<file path="src/design/xed_pkg.sv">
// Shared types, constants and entity tables for the XML entity decoder.
// No dependencies.
package xed_pkg;

    localparam int PENDING_DEPTH = 16;
    localparam int CNT_W = $clog2(PENDING_DEPTH + 1);
    localparam int IDX_W = $clog2(PENDING_DEPTH);

    localparam int Q_DEPTH = 4;
    localparam int Q_PTR_W = $clog2(Q_DEPTH);
    localparam int Q_CNT_W = $clog2(Q_DEPTH + 1);

    localparam int NAME_COUNT = 5;
    localparam int CODE_W = 21;

    localparam logic [1:0] MODE_PLAIN  = 2'd0;
    localparam logic [1:0] MODE_NAME   = 2'd1;
    localparam logic [1:0] MODE_DIGITS = 2'd2;

    localparam logic [CODE_W-1:0] MAX_CODE   = 21'h10FFFF;
    localparam logic [CODE_W-1:0] SURR_LO    = 21'h00D800;
    localparam logic [CODE_W-1:0] SURR_HI    = 21'h00DFFF;
    localparam logic [CODE_W-1:0] REPL_CHAR  = 21'h00FFFD;

    localparam logic [7:0] CH_AMP  = 8'h26;
    localparam logic [7:0] CH_HASH = 8'h23;
    localparam logic [7:0] CH_SEMI = 8'h3B;
    localparam logic [7:0] CH_0    = 8'h30;
    localparam logic [7:0] CH_9    = 8'h39;

    typedef struct packed {
        logic [7:0] in_byte;
        logic       end_of_text;
    } in_t;

    typedef struct packed {
        logic [7:0] out_byte;
        logic       last_out;
    } out_t;

    // queue word: a plain byte, or a code point still to be UTF-8 encoded
    typedef struct packed {
        logic              is_code;
        logic [CODE_W-1:0] value;
        logic              last;
    } cmd_t;

    // entity names, byte p at [8p +: 8], without the leading '&'
    function automatic logic [39:0] ent_name(input logic [2:0] i);
        logic [39:0] s;
        unique case (i)
            3'd0:    s = 40'h00_00_3B_74_6C;   // lt;
            3'd1:    s = 40'h00_00_3B_74_67;   // gt;
            3'd2:    s = 40'h00_3B_70_6D_61;   // amp;
            3'd3:    s = 40'h3B_74_6F_75_71;   // quot;
            3'd4:    s = 40'h3B_73_6F_70_61;   // apos;
            default: s = 40'h0;
        endcase
        return s;
    endfunction

    function automatic logic [2:0] ent_len(input logic [2:0] i);
        logic [2:0] n;
        unique case (i)
            3'd0, 3'd1: n = 3'd3;
            3'd2:       n = 3'd4;
            3'd3, 3'd4: n = 3'd5;
            default:    n = 3'd0;
        endcase
        return n;
    endfunction

    function automatic logic [7:0] ent_glyph(input logic [2:0] i);
        logic [7:0] g;
        unique case (i)
            3'd0:    g = 8'h3C;
            3'd1:    g = 8'h3E;
            3'd2:    g = 8'h26;
            3'd3:    g = 8'h22;
            3'd4:    g = 8'h27;
            default: g = 8'h00;
        endcase
        return g;
    endfunction

endpackage

</file>
<file path="src/design/xed_front.sv">
// Front end: accepts text bytes, tracks entity candidates and the pending buffer,
// and issues byte/code words to the queue. Flushes pending bytes word by word.
// Depends on xed_pkg.
module xed_front (
    input  logic         clk,
    input  logic         rst_n,
    input  logic         item_valid,
    output logic         item_stall,
    input  xed_pkg::in_t item,
    input  logic         q_full,
    output logic         push,
    output xed_pkg::cmd_t push_cmd
);
    import xed_pkg::*;

    localparam logic ST_RUN   = 1'b0;
    localparam logic ST_FLUSH = 1'b1;

    logic              state_reg, state_next;
    logic [7:0]        pend_reg [PENDING_DEPTH];
    logic [CNT_W-1:0]  count_reg, count_next;
    logic [1:0]        mode_reg, mode_next;
    logic [CODE_W-1:0] value_reg, value_next;
    logic              tl_reg, tl_next;
    logic [NAME_COUNT-1:0] mask_reg, mask_next;
    logic [CNT_W-1:0]  idx_reg, idx_next;
    logic [CNT_W-1:0]  seq_last_reg, seq_last_next;
    logic [CNT_W-1:0]  flush_len_reg, flush_len_next;
    logic [7:0]        tail_byte_reg, tail_byte_next;
    logic              end_reg, end_next;
    logic              tail_start_reg, tail_start_next;

    logic              accept;
    logic [7:0]        c;
    logic              eot;
    logic              hold_ok;
    logic              is_digit;
    logic [2:0]        pos;
    logic [NAME_COUNT-1:0] match_mask;
    logic              hit;
    logic [7:0]        hit_glyph;
    logic [24:0]       dsum;
    logic              do_hold, do_mis, do_clear, tail_emit;
    logic              wr_en;
    logic [IDX_W-1:0]  wr_idx;
    logic [7:0]        wr_data;

    assign item_stall = !((state_reg == ST_RUN) && !q_full);
    assign accept     = item_valid && !item_stall;
    assign c          = item.in_byte;
    assign eot        = item.end_of_text;
    assign hold_ok    = count_reg < CNT_W'(PENDING_DEPTH);
    assign is_digit   = (c >= CH_0) && (c <= CH_9);
    assign pos        = 3'(count_reg - CNT_W'(1));
    assign dsum       = (25'(value_reg) << 3) + (25'(value_reg) << 1) + 25'(c[3:0]);

    // all five names compared in parallel at the current position
    always_comb
    begin
        logic [39:0] nm;
        logic [2:0]  ln;
        match_mask = '0;
        hit        = 1'b0;
        hit_glyph  = 8'h00;
        for (int i = 0; i < NAME_COUNT; i++)
        begin
            nm = ent_name(3'(i));
            ln = ent_len(3'(i));
            if (mask_reg[i] && (pos < ln) && (nm[8*pos +: 8] == c))
            begin
                if (pos + 3'd1 == ln)
                begin
                    hit       = 1'b1;
                    hit_glyph = ent_glyph(3'(i));
                end
                else
                begin
                    match_mask[i] = 1'b1;
                end
            end
        end
    end

    always_comb
    begin
        state_next      = state_reg;
        count_next      = count_reg;
        mode_next       = mode_reg;
        value_next      = value_reg;
        tl_next         = tl_reg;
        mask_next       = mask_reg;
        idx_next        = idx_reg;
        seq_last_next   = seq_last_reg;
        flush_len_next  = flush_len_reg;
        tail_byte_next  = tail_byte_reg;
        end_next        = end_reg;
        tail_start_next = tail_start_reg;
        push            = 1'b0;
        push_cmd        = '0;
        wr_en           = 1'b0;
        wr_idx          = count_reg[IDX_W-1:0];
        wr_data         = c;
        do_hold         = 1'b0;
        do_mis          = 1'b0;
        do_clear        = 1'b0;
        tail_emit       = 1'b0;

        if (state_reg == ST_RUN)
        begin
            if (accept)
            begin
                unique case (mode_reg)
                    MODE_NAME:
                    begin
                        if ((count_reg == CNT_W'(1)) && (c == CH_HASH))
                        begin
                            do_hold   = 1'b1;
                            mode_next = MODE_DIGITS;
                        end
                        else if (hit)
                        begin
                            push           = 1'b1;
                            push_cmd.value = CODE_W'(hit_glyph);
                            push_cmd.last  = eot;
                            do_clear       = 1'b1;
                        end
                        else if (match_mask == '0)
                        begin
                            do_mis = 1'b1;
                        end
                        else
                        begin
                            do_hold   = 1'b1;
                            mask_next = match_mask;
                        end
                    end
                    MODE_DIGITS:
                    begin
                        if (is_digit)
                        begin
                            do_hold = 1'b1;
                            if (!tl_reg)
                            begin
                                if (dsum > 25'(MAX_CODE))
                                begin
                                    tl_next    = 1'b1;
                                    value_next = MAX_CODE;
                                end
                                else
                                begin
                                    value_next = dsum[CODE_W-1:0];
                                end
                            end
                        end
                        else if ((c == CH_SEMI) && (count_reg > CNT_W'(2)) && !tl_reg
                                 && (value_reg != '0))
                        begin
                            push             = 1'b1;
                            push_cmd.is_code = 1'b1;
                            push_cmd.value   = value_reg;
                            push_cmd.last    = eot;
                            do_clear         = 1'b1;
                        end
                        else
                        begin
                            do_mis = 1'b1;
                        end
                    end
                    default:
                    begin
                        if ((c == CH_AMP) && !eot)
                        begin
                            wr_en      = 1'b1;
                            wr_idx     = '0;
                            count_next = CNT_W'(1);
                            mode_next  = MODE_NAME;
                            value_next = '0;
                            tl_next    = 1'b0;
                            mask_next  = '1;
                        end
                        else
                        begin
                            push           = 1'b1;
                            push_cmd.value = CODE_W'(c);
                            push_cmd.last  = eot;
                        end
                    end
                endcase

                // full buffer turns the candidate into plain text
                if (do_hold && !hold_ok)
                begin
                    do_hold = 1'b0;
                    do_mis  = 1'b1;
                end

                if (do_hold)
                begin
                    wr_en = 1'b1;
                    if (eot)
                    begin
                        flush_len_next  = count_reg + CNT_W'(1);
                        seq_last_next   = count_reg;
                        tail_start_next = 1'b0;
                        end_next        = 1'b1;
                        idx_next        = '0;
                        state_next      = ST_FLUSH;
                    end
                    else
                    begin
                        count_next = count_reg + CNT_W'(1);
                    end
                end

                if (do_mis)
                begin
                    tail_emit       = (c != CH_AMP) || eot;
                    flush_len_next  = count_reg;
                    seq_last_next   = tail_emit ? count_reg : (count_reg - CNT_W'(1));
                    tail_byte_next  = c;
                    end_next        = eot;
                    tail_start_next = (c == CH_AMP) && !eot;
                    idx_next        = '0;
                    state_next      = ST_FLUSH;
                end

                if (do_clear)
                begin
                    count_next = '0;
                    mode_next  = MODE_PLAIN;
                    value_next = '0;
                    tl_next    = 1'b0;
                    mask_next  = '1;
                end
            end
        end
        else
        begin
            if (!q_full)
            begin
                push           = 1'b1;
                push_cmd.value = (idx_reg < flush_len_reg)
                               ? CODE_W'(pend_reg[idx_reg[IDX_W-1:0]])
                               : CODE_W'(tail_byte_reg);
                push_cmd.last  = (idx_reg == seq_last_reg) && end_reg;
                if (idx_reg == seq_last_reg)
                begin
                    state_next = ST_RUN;
                    value_next = '0;
                    tl_next    = 1'b0;
                    mask_next  = '1;
                    if (tail_start_reg)
                    begin
                        wr_en      = 1'b1;
                        wr_idx     = '0;
                        wr_data    = CH_AMP;
                        count_next = CNT_W'(1);
                        mode_next  = MODE_NAME;
                    end
                    else
                    begin
                        count_next = '0;
                        mode_next  = MODE_PLAIN;
                    end
                end
                else
                begin
                    idx_next = idx_reg + CNT_W'(1);
                end
            end
        end
    end

    always_ff @(posedge clk or negedge rst_n)
    begin
        if (!rst_n)
        begin
            state_reg      <= ST_RUN;
            count_reg      <= '0;
            mode_reg       <= MODE_PLAIN;
            value_reg      <= '0;
            tl_reg         <= 1'b0;
            mask_reg       <= '1;
            idx_reg        <= '0;
            seq_last_reg   <= '0;
            flush_len_reg  <= '0;
            end_reg        <= 1'b0;
            tail_start_reg <= 1'b0;
        end
        else
        begin
            state_reg      <= state_next;
            count_reg      <= count_next;
            mode_reg       <= mode_next;
            value_reg      <= value_next;
            tl_reg         <= tl_next;
            mask_reg       <= mask_next;
            idx_reg        <= idx_next;
            seq_last_reg   <= seq_last_next;
            flush_len_reg  <= flush_len_next;
            end_reg        <= end_next;
            tail_start_reg <= tail_start_next;
        end
    end

    always_ff @(posedge clk)
    begin
        tail_byte_reg <= tail_byte_next;
        if (wr_en)
        begin
            pend_reg[wr_idx] <= wr_data;
        end
    end

endmodule

</file>
<file path="src/design/xed_queue.sv">
// Short FIFO of command words between front and back end.
// Depends on xed_pkg.
module xed_queue (
    input  logic          clk,
    input  logic          rst_n,
    input  logic          push,
    input  xed_pkg::cmd_t push_cmd,
    output logic          full,
    input  logic          pop,
    output logic          nonempty,
    output xed_pkg::cmd_t head
);
    import xed_pkg::*;

    cmd_t                entry_reg [Q_DEPTH];
    logic [Q_PTR_W-1:0]  wr_ptr_reg, wr_ptr_next;
    logic [Q_PTR_W-1:0]  rd_ptr_reg, rd_ptr_next;
    logic [Q_CNT_W-1:0]  fill_reg, fill_next;
    logic                do_push, do_pop;

    assign full     = fill_reg == Q_CNT_W'(Q_DEPTH);
    assign nonempty = fill_reg != '0;
    assign head     = entry_reg[rd_ptr_reg];
    assign do_push  = push && !full;
    assign do_pop   = pop && nonempty;

    always_comb
    begin
        wr_ptr_next = do_push ? wr_ptr_reg + Q_PTR_W'(1) : wr_ptr_reg;
        rd_ptr_next = do_pop  ? rd_ptr_reg + Q_PTR_W'(1) : rd_ptr_reg;
        fill_next   = fill_reg + Q_CNT_W'(do_push) - Q_CNT_W'(do_pop);
    end

    always_ff @(posedge clk or negedge rst_n)
    begin
        if (!rst_n)
        begin
            wr_ptr_reg <= '0;
            rd_ptr_reg <= '0;
            fill_reg   <= '0;
        end
        else
        begin
            wr_ptr_reg <= wr_ptr_next;
            rd_ptr_reg <= rd_ptr_next;
            fill_reg   <= fill_next;
        end
    end

    always_ff @(posedge clk)
    begin
        if (do_push)
        begin
            entry_reg[wr_ptr_reg] <= push_cmd;
        end
    end

endmodule

</file>
<file path="src/design/xed_back.sv">
// Back end: expands queue words into output bytes (UTF-8 for code points)
// and holds them in the output register. Depends on xed_pkg.
module xed_back (
    input  logic          clk,
    input  logic          rst_n,
    input  logic          q_valid,
    input  xed_pkg::cmd_t head,
    output logic          pop,
    output logic          result_valid,
    input  logic          result_stall,
    output xed_pkg::out_t result
);
    import xed_pkg::*;

    logic              valid_reg, valid_next;
    out_t              data_reg;
    logic [1:0]        k_reg, k_next;
    logic [CODE_W-1:0] v;
    logic [1:0]        nb;
    logic [7:0]        sel_byte;
    logic              last_byte;
    logic              load;

    always_comb
    begin
        if (head.is_code && (head.value >= SURR_LO) && (head.value <= SURR_HI))
        begin
            v = REPL_CHAR;
        end
        else
        begin
            v = head.value;
        end

        // nb is the byte count less one
        priority if (!head.is_code || (v < 21'h80))
        begin
            nb = 2'd0;
        end
        else if (v < 21'h800)
        begin
            nb = 2'd1;
        end
        else if (v < 21'h10000)
        begin
            nb = 2'd2;
        end
        else
        begin
            nb = 2'd3;
        end

        unique case ({nb, k_reg})
            4'b01_00: sel_byte = {3'b110, v[10:6]};
            4'b10_00: sel_byte = {4'b1110, v[15:12]};
            4'b10_01: sel_byte = {2'b10, v[11:6]};
            4'b11_00: sel_byte = {5'b11110, v[20:18]};
            4'b11_01: sel_byte = {2'b10, v[17:12]};
            4'b11_10: sel_byte = {2'b10, v[11:6]};
            4'b01_01, 4'b10_10, 4'b11_11: sel_byte = {2'b10, v[5:0]};
            default:  sel_byte = v[7:0];
        endcase
    end

    assign last_byte    = k_reg == nb;
    assign load         = !valid_reg || !result_stall;
    assign pop          = load && q_valid && last_byte;
    assign result_valid = valid_reg;
    assign result       = data_reg;

    always_comb
    begin
        valid_next = valid_reg;
        k_next     = k_reg;
        if (load)
        begin
            valid_next = q_valid;
            if (q_valid)
            begin
                k_next = last_byte ? 2'd0 : k_reg + 2'd1;
            end
        end
    end

    always_ff @(posedge clk or negedge rst_n)
    begin
        if (!rst_n)
        begin
            valid_reg <= 1'b0;
            k_reg     <= '0;
        end
        else
        begin
            valid_reg <= valid_next;
            k_reg     <= k_next;
        end
    end

    always_ff @(posedge clk)
    begin
        if (load && q_valid)
        begin
            data_reg.out_byte <= sel_byte;
            data_reg.last_out <= head.last && last_byte;
        end
    end

endmodule

</file>
<file path="src/design/xml_entity_decoder_unit.sv">
// XML entity decoder, top level: front end, command queue, back end.
// Depends on xed_pkg, xed_front, xed_queue, xed_back.
//
// Usage:
//   Input channel item_valid/item_stall/item carries one text byte per word,
//   with end_of_text on the last byte of a string. Output channel
//   result_valid/result_stall/result carries one unescaped byte per word,
//   last_out set on the final byte of the string.
//   Named entities (lt, gt, amp, quot, apos) and decimal &#N; entities are
//   decoded; N goes out as UTF-8 of one to four bytes, surrogates as U+FFFD.
//   Anything that fails to match leaves unchanged.
//   Throughput: one input byte per cycle, one output byte per cycle, while
//   nothing stalls. A code point holds the back end until all of its UTF-8
//   bytes are out. When a candidate fails, or end_of_text arrives with
//   bytes held, the front end stalls the input while it flushes the held
//   bytes, plus the current one where it follows: at most PENDING_DEPTH + 1.
//   Each result is registered in the queue, then in the output register.
//   A stall on the result side backs up the four-word queue, then the input.
//   Reset clears all scan state; nothing is held and the block starts in
//   plain text.
module xml_entity_decoder_unit (
    input  logic          clk,
    input  logic          rst_n,
    input  logic          item_valid,
    output logic          item_stall,
    input  xed_pkg::in_t  item,
    output logic          result_valid,
    input  logic          result_stall,
    output xed_pkg::out_t result
);
    import xed_pkg::*;

    logic q_full;
    logic push;
    cmd_t push_cmd;
    logic pop;
    logic q_nonempty;
    cmd_t q_head;

    xed_front u_front (
        .clk        (clk),
        .rst_n      (rst_n),
        .item_valid (item_valid),
        .item_stall (item_stall),
        .item       (item),
        .q_full     (q_full),
        .push       (push),
        .push_cmd   (push_cmd)
    );

    xed_queue u_queue (
        .clk      (clk),
        .rst_n    (rst_n),
        .push     (push),
        .push_cmd (push_cmd),
        .full     (q_full),
        .pop      (pop),
        .nonempty (q_nonempty),
        .head     (q_head)
    );

    xed_back u_back (
        .clk          (clk),
        .rst_n        (rst_n),
        .q_valid      (q_nonempty),
        .head         (q_head),
        .pop          (pop),
        .result_valid (result_valid),
        .result_stall (result_stall),
        .result       (result)
    );

endmodule
</file>
<file path="config.mk">
export PLATFORM = sky130hd
export DESIGN_NAME = xml_entity_decoder_unit
export DESIGN_NICKNAME = d
export VERILOG_FILES = /design/src/design/xed_pkg.sv /design/src/design/xed_front.sv /design/src/design/xed_queue.sv /design/src/design/xed_back.sv /design/src/design/xml_entity_decoder_unit.sv
export SDC_FILE = /design/constraint.sdc
export NUM_CORES = 1
export LEC_CHECK = 0
export ABC_AREA = 1
export BUFFER_PORTS_ARGS = -buffer_cell sky130_fd_sc_hd__clkbuf_2
export CAP_MARGIN = 5
export CORE_MARGIN = 2
export CORE_UTILIZATION = 64
export DETAILED_ROUTE_END_ITERATION = 8
export PLACE_DENSITY = 0.87
export SLEW_MARGIN = 20
export SYNTH_ARGS = -nofsm -noshare
export SYNTH_HDL_FRONTEND = slang
export SYNTH_SLANG_ARGS = --single-unit
</file>
<file path="constraint.sdc">
create_clock -name clk -period 5.4 [get_ports clk]
set_input_delay 0.27 -clock clk [delete_from_list [all_inputs] [get_ports clk]]
set_output_delay 0.27 -clock clk [all_outputs]
set_load 0.01 [all_outputs]
</file>
==> flow_metrics.py, run 1 <==
metrics = {
    "yosys": {
        "ys_seq_area_share_pct": 53.0,
        "synth-edff-count": 237,
        "synthFlopType": "edfxtp_1",
        "syn_area_per_cell_sq_um": 9.06,
        "yosys_warnings": 0,
        "yosysUniqueCellTypes": 56,
        "async_flop_share_pct": 20.7,
        "synth_top_area_share_pct": 43.5,
        "postSynthCellCount": 1805,
        "syn-num-nets": 1892,
        "yosys.area.top_type": "edfxtp_1",
        "ys_ff_latch": 299,
        "syn_area_sq_mm": 0.0164,
        "synth_area_leaders": "edfxtp_1 44%, nand2_1 11%, dfrtp_1 8.7%",
    },
    "clock_network": {
        "cts_root_buf": "clkbuf_16",
        "clock-sinks": 299,
        "clk_pin_slew_ns": 0.06,
        "clock_latency_ns": 0.54,
        "cts_tree": "done",
        "cts_made_buffers": 29,
        "post_cts_buffers": 0,
        "clockBufferDepth": 3,
        "htreeDepth": 1,
    },
    "worst_setup_path": {
        "slowest_stage": "nor2_1",
        "cpPeakStageDelay_ns": 0.62,
        "r2r_slack_ns": 0.53,
        "cp.arrival_ns": 5.03,
        "crit_fanout": 17,
        "path_cells": "clkinv_1 -> ha_1 -> inv_1 -> ha_1 -> inv_2 -> nand2_2 -> nand2_1 -> xor2_1 -> nor2_1 -> nand3_1 -> nand2_2 -> nor2_1 -> nand2_1 -> nand2_1 -> nand2_1 -> nand2_1 -> nand2_1 -> nor2_1 -> nand2_1 -> inv_1 -> nand3_1 -> nor2_1",
        "cp_data_required_time_ns": 5.57,
        "endpoint_kind": "flip-flop",
        "worstSetupPathType": "reg -> reg",
        "crit_top_cell": "nand2_1",
        "cp-start-kind": "flip-flop",
    },
    "finish": {
        "synthToLayoutAreaGrowth_pct": 8.53,
        "mostFrequentLayoutCell": "nand2_1",
        "final_util_pct": 70.7,
        "layout_common_cells": "479 x nand2_1, 237 x edfxtp_1, 158 x nor2_1, 136 x inv_1, 126 x a21oi_1",
        "antenna_cells": 0,
        "fin_nets": 1907,
        "postLayoutCellArea_sq_mm": 0.0177,
        "largest_register_ffs": 128,
        "layout-drive-gt1-share_pct": 7.87,
    },
    "sta": {
        "rsz0062_at_grt": "false",
        "worst_pin_slew_ns": 0.994,
        "maxSlewHeadroom_pct": 32.9,
        "setup_slack_ns": 0.532,
        "drv_slew": 0,
        "fin_crit_sh_pct": 90.2,
        "finalHoldViolCount": 0,
        "setup_viol": 0,
        "fin_setup_tns_ns": 0,
        "max_freq_mhz": 205,
        "holdWs_ns": 0.157,
        "layout_min_cycle_time_ns": 4.87,
        "clock_skew_ns": 0.0113,
    },
    "placed_design": {
        "hpwl_um": 29400,
        "io_buffers": 23,
        "place_area_sq_mm": 0.0168,
        "globalplace.congestion": 0.961,
        "dp_worst_setup_slack_ns": 0.684,
    },
    "drt": {
        "drt_iter0_drc": 1943,
        "vias": 13700,
        "wl_per_cell_um": 20.0,
        "drc": 0,
        "wl_um": 43300,
        "viasPerCell": 6.29,
        "postRouteAntennaNets": 0,
        "firstDrtPassIters": 6,
    },
    "floorplan": {
        "io_pins": 24,
        "rows": 58,
        "start_util_pct": 65.1,
        "core_area_sq_mm": 0.0251,
        "die_height_um": 164,
        "die_w_um": 164,
        "die_area_sq_mm": 0.0268,
    },
    "global_routing": {
        "grt_pass1_vias": 13100,
        "grt.overflow.total": 0,
        "grt_max_degree": 66,
        "grt_usage_pct": 32.9,
        "antenna_found_initial": 0,
        "grt_pass1_wl_um": 69000,
    },
    "power": {
        "internal_power_mw": 5.46,
        "power_density_mw_per_mm2": 536,
        "cellLeakagePower_nw": 7.56,
        "p_comb_share_pct": 44.2,
        "power.switching_mw": 4.06,
        "clockPowerShare_pct": 21.2,
        "vdd_ir_drop_max_uv": 479,
        "p_sw_share_pct": 42.7,
        "p_seq_share_pct": 34.6,
    },
    "outcome": {
        "status": "completed",
    },
    "min_path": {
        "hold_path.class": "in -> reg",
    },
    "flow_run": {
        "maxCapViolations": 0,
    },
}
## cells in the mapped netlist (all sizes together) (4+ instances only)
cell type	instances
xor2	22
a31oi	10
clkinv	6
a32o	12
o221ai	6
inv	140
or2	6
buf	25
ha	71
nor3	24
a21oi	126
nor4	8
o311ai	6
a22oi	14
o22ai	8
dfstp	5
and3	4
o22a	4
xnor2	13
edfxtp	237
o211ai	8
nand2	491
nand3	110
nor2	165
nor3b	4
o21ai	131
nand4	23
clkbuf	41
dfrtp	57
## power by group through the flow
| stage | registers (mW) | logic, mW | clock network [mW] |
|---|---|---|---|
| final | 3.29 | 4.20 | 2.02 |
| after detailed placement | 3.32 | 4.05 | 0 |
| after global routing | 3.32 | 4.64 | 2.12 |
| after global placement | 3.30 | 3.89 | 0 |
| after CTS | 3.28 | 4.11 | 2.03 |
| after floorplan | 3.25 | 2.92 | 0 |
## layer usage
layer  GRT usage [%]  vias up  share of wire, %
li1                -     6256                 -
met1            44.3     6448                39
met2            54.5      821                48
met3            4.70      140               9.6
met4            12.5        0               3.8
met5               0        -                 0
## cell families (layout without fill, tap and decap cells)
kind of cell             Yosys count  count (layout)  share of synthesized area (%)
AND/OR/NAND/NOR                  841             841                           21.7
flip-flops                       299             299                           53.0
adder cells (fa/ha/maj)           74              74                           5.80
XOR/XNOR                          35              35                           1.87
buffers and inverters            212             249                           5.21
AO/OA/AOI/OAI                    344             344                           12.4
## final cells by class
type / count / area [sq um]
Inverter: 146 / 548
Multi-Input combinational cell: 1294 / 6840
Timing Repair Buffer: 50 / 323
Sequential cell: 299 / 8680
Clock buffer: 31 / 733
Fill cell: 1835 / 7360
Tap cell: 330 / 413
Clock inverter: 22 / 219
## timing repair
item,CTS,global route
resized for setup,0,0
hold buffers,2,0
hold endpoints to repair,58,0
## worst max-delay path, delay by kind of cell, from the launching register on
family                   cells  cell delay [ns]
flip-flops                   1             0.51
AND/OR/NAND/NOR             15             2.34
XOR/XNOR                     1             0.19
adder cells (fa/ha/maj)      2             0.61
buffers and inverters        4             0.83
## worst paths after layout
path                                      start  cells after the start                        to
setup / recovery           u_front.count_reg[1]                     22   u_front.pend_reg[14][7]
hold / removal                          item[8]                      1  u_front.tail_byte_reg[7]
setup reg to reg           u_front.count_reg[1]                     22   u_front.pend_reg[14][7]
hold reg to reg             u_front.mask_reg[0]                      2       u_front.mask_reg[0]
max in group asynchronous                 rst_n                      3        u_front.idx_reg[0]
min in group asynchronous                 rst_n                      3       u_queue.fill_reg[2]
## metrics by stage
| stage | instances | power, mW |
|---|---|---|
| after floorplan | 1805 | 6.17 |
| after global placement | 2117 | 7.19 |
| after detailed placement | 2117 | 7.36 |
| after CTS | 2172 | 9.42 |
| after global routing | 2172 | 10.1 |
| final | 2172 | 9.52 |
(Power assumes the default switching activity.)
==> run 2: changes to the inputs <==
Settings changed: CORE_UTILIZATION 64 to 65, CTS_BUF_LIST from default to sky130_fd_sc_hd__clkbuf_8, PLACE_DENSITY 0.87 to 0.84.
==> run 2 against run 1 <==
Flip-flop and latch count stayed put; combinational power about the same; clock skew grew 0.015 ns; worst setup slack better by 0.055 ns; utilization grew 0.38 points.
==> flow_metrics.py, run 2 (same netlist as run 1, synthesis figures left out) <==
metrics = {
    "outcome": {
        "status": "completed",
    },
    "worst_setup_path": {
        "r2r_slack_ns": 0.59,
        "worstSetupPathType": "reg -> reg",
        "endpoint_kind": "flip-flop",
        "cp.arrival_ns": 5.00,
        "rr_worst_depth": 22,
        "cp-start-kind": "flip-flop",
        "crit_fanout": 17,
        "cp_data_required_time_ns": 5.58,
    },
    "clock_network": {
        "cts_made_buffers": 47,
        "clockBufferDepth": 3,
        "clock-sinks": 299,
        "htreeDepth": 2,
        "cts_root_buf": "clkbuf_8",
        "clock_latency_ns": 0.57,
        "clk_pin_slew_ns": 0.06,
        "cts_tree": "done",
    },
    "drt": {
        "wl_um": 41800,
        "vias": 13300,
        "viasPerCell": 6.01,
        "postRouteAntennaNets": 0,
        "firstDrtPassIters": 9,
        "drt_iter0_drc": 1467,
        "wl_per_cell_um": 19.0,
        "drc": 0,
    },
    "power": {
        "p_seq_share_pct": 34.9,
        "internal_power_mw": 5.31,
        "power_density_mw_per_mm2": 526,
        "clockPowerShare_pct": 20.4,
        "power_mw": 9.33,
        "cellLeakagePower_nw": 7.63,
        "power.switching_mw": 4.02,
        "p_comb_share_pct": 44.7,
        "vdd_ir_drop_max_uv": 272,
        "p_sw_share_pct": 43.1,
    },
    "min_path": {
        "hold_path.class": "in -> reg",
        "hold_depth": 1,
    },
    "sta": {
        "max_freq_mhz": 208,
        "maxSlewHeadroom_pct": 40.5,
        "fin_setup_tns_ns": 0,
        "layout_min_cycle_time_ns": 4.81,
        "finalHoldViolCount": 0,
        "rsz0062_at_grt": "false",
        "setup_viol": 0,
        "setup_slack_ns": 0.587,
        "worst_pin_slew_ns": 0.893,
        "fin_crit_sh_pct": 89.1,
        "clock_skew_ns": 0.0263,
        "drv_slew": 0,
    },
    "global_routing": {
        "grt.overflow.total": 0,
        "grt_max_degree": 70,
        "grt_pass1_wl_um": 66400,
        "antenna_found_initial": 0,
        "grt_usage_pct": 32.2,
        "grt_pass1_vias": 12600,
    },
    "floorplan": {
        "die_area_sq_mm": 0.0264,
        "rows": 58,
        "die_height_um": 163,
        "die_w_um": 163,
        "io_pins": 24,
        "start_util_pct": 65.5,
        "core_area_sq_mm": 0.0250,
    },
    "finish": {
        "layout-drive-gt1-share_pct": 8.63,
        "layout_common_cells": "479 x nand2_1, 237 x edfxtp_1, 158 x nor2_1, 151 x inv_1, 126 x a21oi_1",
        "synthToLayoutAreaGrowth_pct": 8.48,
        "instances_no_fill": 2207,
        "largest_register_ffs": 128,
        "fin_nets": 1926,
        "mostFrequentLayoutCell": "nand2_1",
        "antenna_cells": 0,
    },
    "placed_design": {
        "io_buffers": 23,
        "dp_worst_setup_slack_ns": 0.748,
        "hpwl_um": 28800,
        "dp_cells": 2118,
        "globalplace.congestion": 0.972,
    },
    "flow_run": {
        "maxCapViolations": 0,
    },
}
-- run 2: cell types whose count changed in the layout (fill, tap and decap cells not counted) --
cell / delta
clkinv_8: -1
clkinvlp_4: -1
bufinv_16: -1
clkbuf_1: -2
clkbuf_16: -29
clkinv_2: -5
clkbuf_8: +51
clkinv_1: +5
clkinv_4: +1
buf_4: +1
inv_8: +1
inv_1: +15
-- run 2: metal layers --
metal / track usage [%] / share of wire, % / routed length (um) / up-vias
met5: 0 / 0 / 0 / -
met4: 11.1 / 3.3 / 1370 / 0
met3: 5.30 / 9.3 / 3890 / 122
met2: 52.6 / 47 / 19700 / 677
met1: 44.1 / 40 / 16900 / 6145
li1: - / - / - / 6316
-- run 2: area by class of cell --
| cell class | count | area [sq um] |
|---|---|---|
| multi-input cells | 1294 | 6840 |
| clock buffers | 51 | 702 |
| flip-flops and latches | 299 | 8680 |
| inverters | 146 | 548 |
| fillers | 1843 | 7220 |
| clock inverters | 36 | 235 |
| well taps | 330 | 413 |
| repair buffers | 51 | 330 |
-- run 2: what timing repair did --
| item | 4_1_cts | 5_1_grt |
|---|---|---|
| hold endpoints to repair | 58 | 0 |
| resized for setup | 0 | 0 |
| buffers inserted | 0 | 0 |
| hold buffers | 2 | 0 |
-- run 2: power groups by stage --
stage,combinational [mW],sequential (mW),clock [mW]
CTS,4.10,3.25,1.91
detailed placement,4.08,3.29,0
global route,4.61,3.29,2.02
finish,4.17,3.25,1.90
global placement,3.95,3.27,0
floorplan,2.92,3.25,0
-- run 2: stage by stage --
step | util, % | instance area, sq um | hold WS [ns]
floorplan | - | 16400 | -0.0256
global placement | 67.2 | 16800 | 0.482
detailed placement | 67.2 | 16800 | 0.490
CTS | 71.1 | 17700 | 0.105
global route | 71.1 | 17700 | 0.132
finish | 71.1 | 17700 | 0.147
-- run 2: final timing paths --
check,from,end
worst min register to register,u_front.mask_reg[0],u_front.mask_reg[0]
worst max-delay path,u_front.count_reg[1],u_front.pend_reg[11][0]
worst max register to register,u_front.count_reg[1],u_front.pend_reg[11][0]
worst min-delay path,item[8],u_front.tail_byte_reg[7]
min in group asynchronous,rst_n,u_front.value_reg[8]
max in group asynchronous,rst_n,u_front.idx_reg[0]
-- run 2: worst max-delay path, cell delays in order (launching register included) --
cell and delay [ns]:
dfrtp_1 0.52, clkinv_1 0.37, ha_1 0.37, inv_1 0.08, ha_1 0.24, inv_2 0.26
nand2_2 0.20, nand2_1 0.14, xor2_1 0.19, nor2_1 0.10, nand3_1 0.13, nand2_2 0.08
nor2_1 0.15, nand2_1 0.10, nand2_1 0.07, nand2_1 0.06, nand2_1 0.11, nand2_1 0.09
nor2_1 0.15, nand2_1 0.16, inv_1 0.12, nand3_1 0.17, nor2_1 0.59
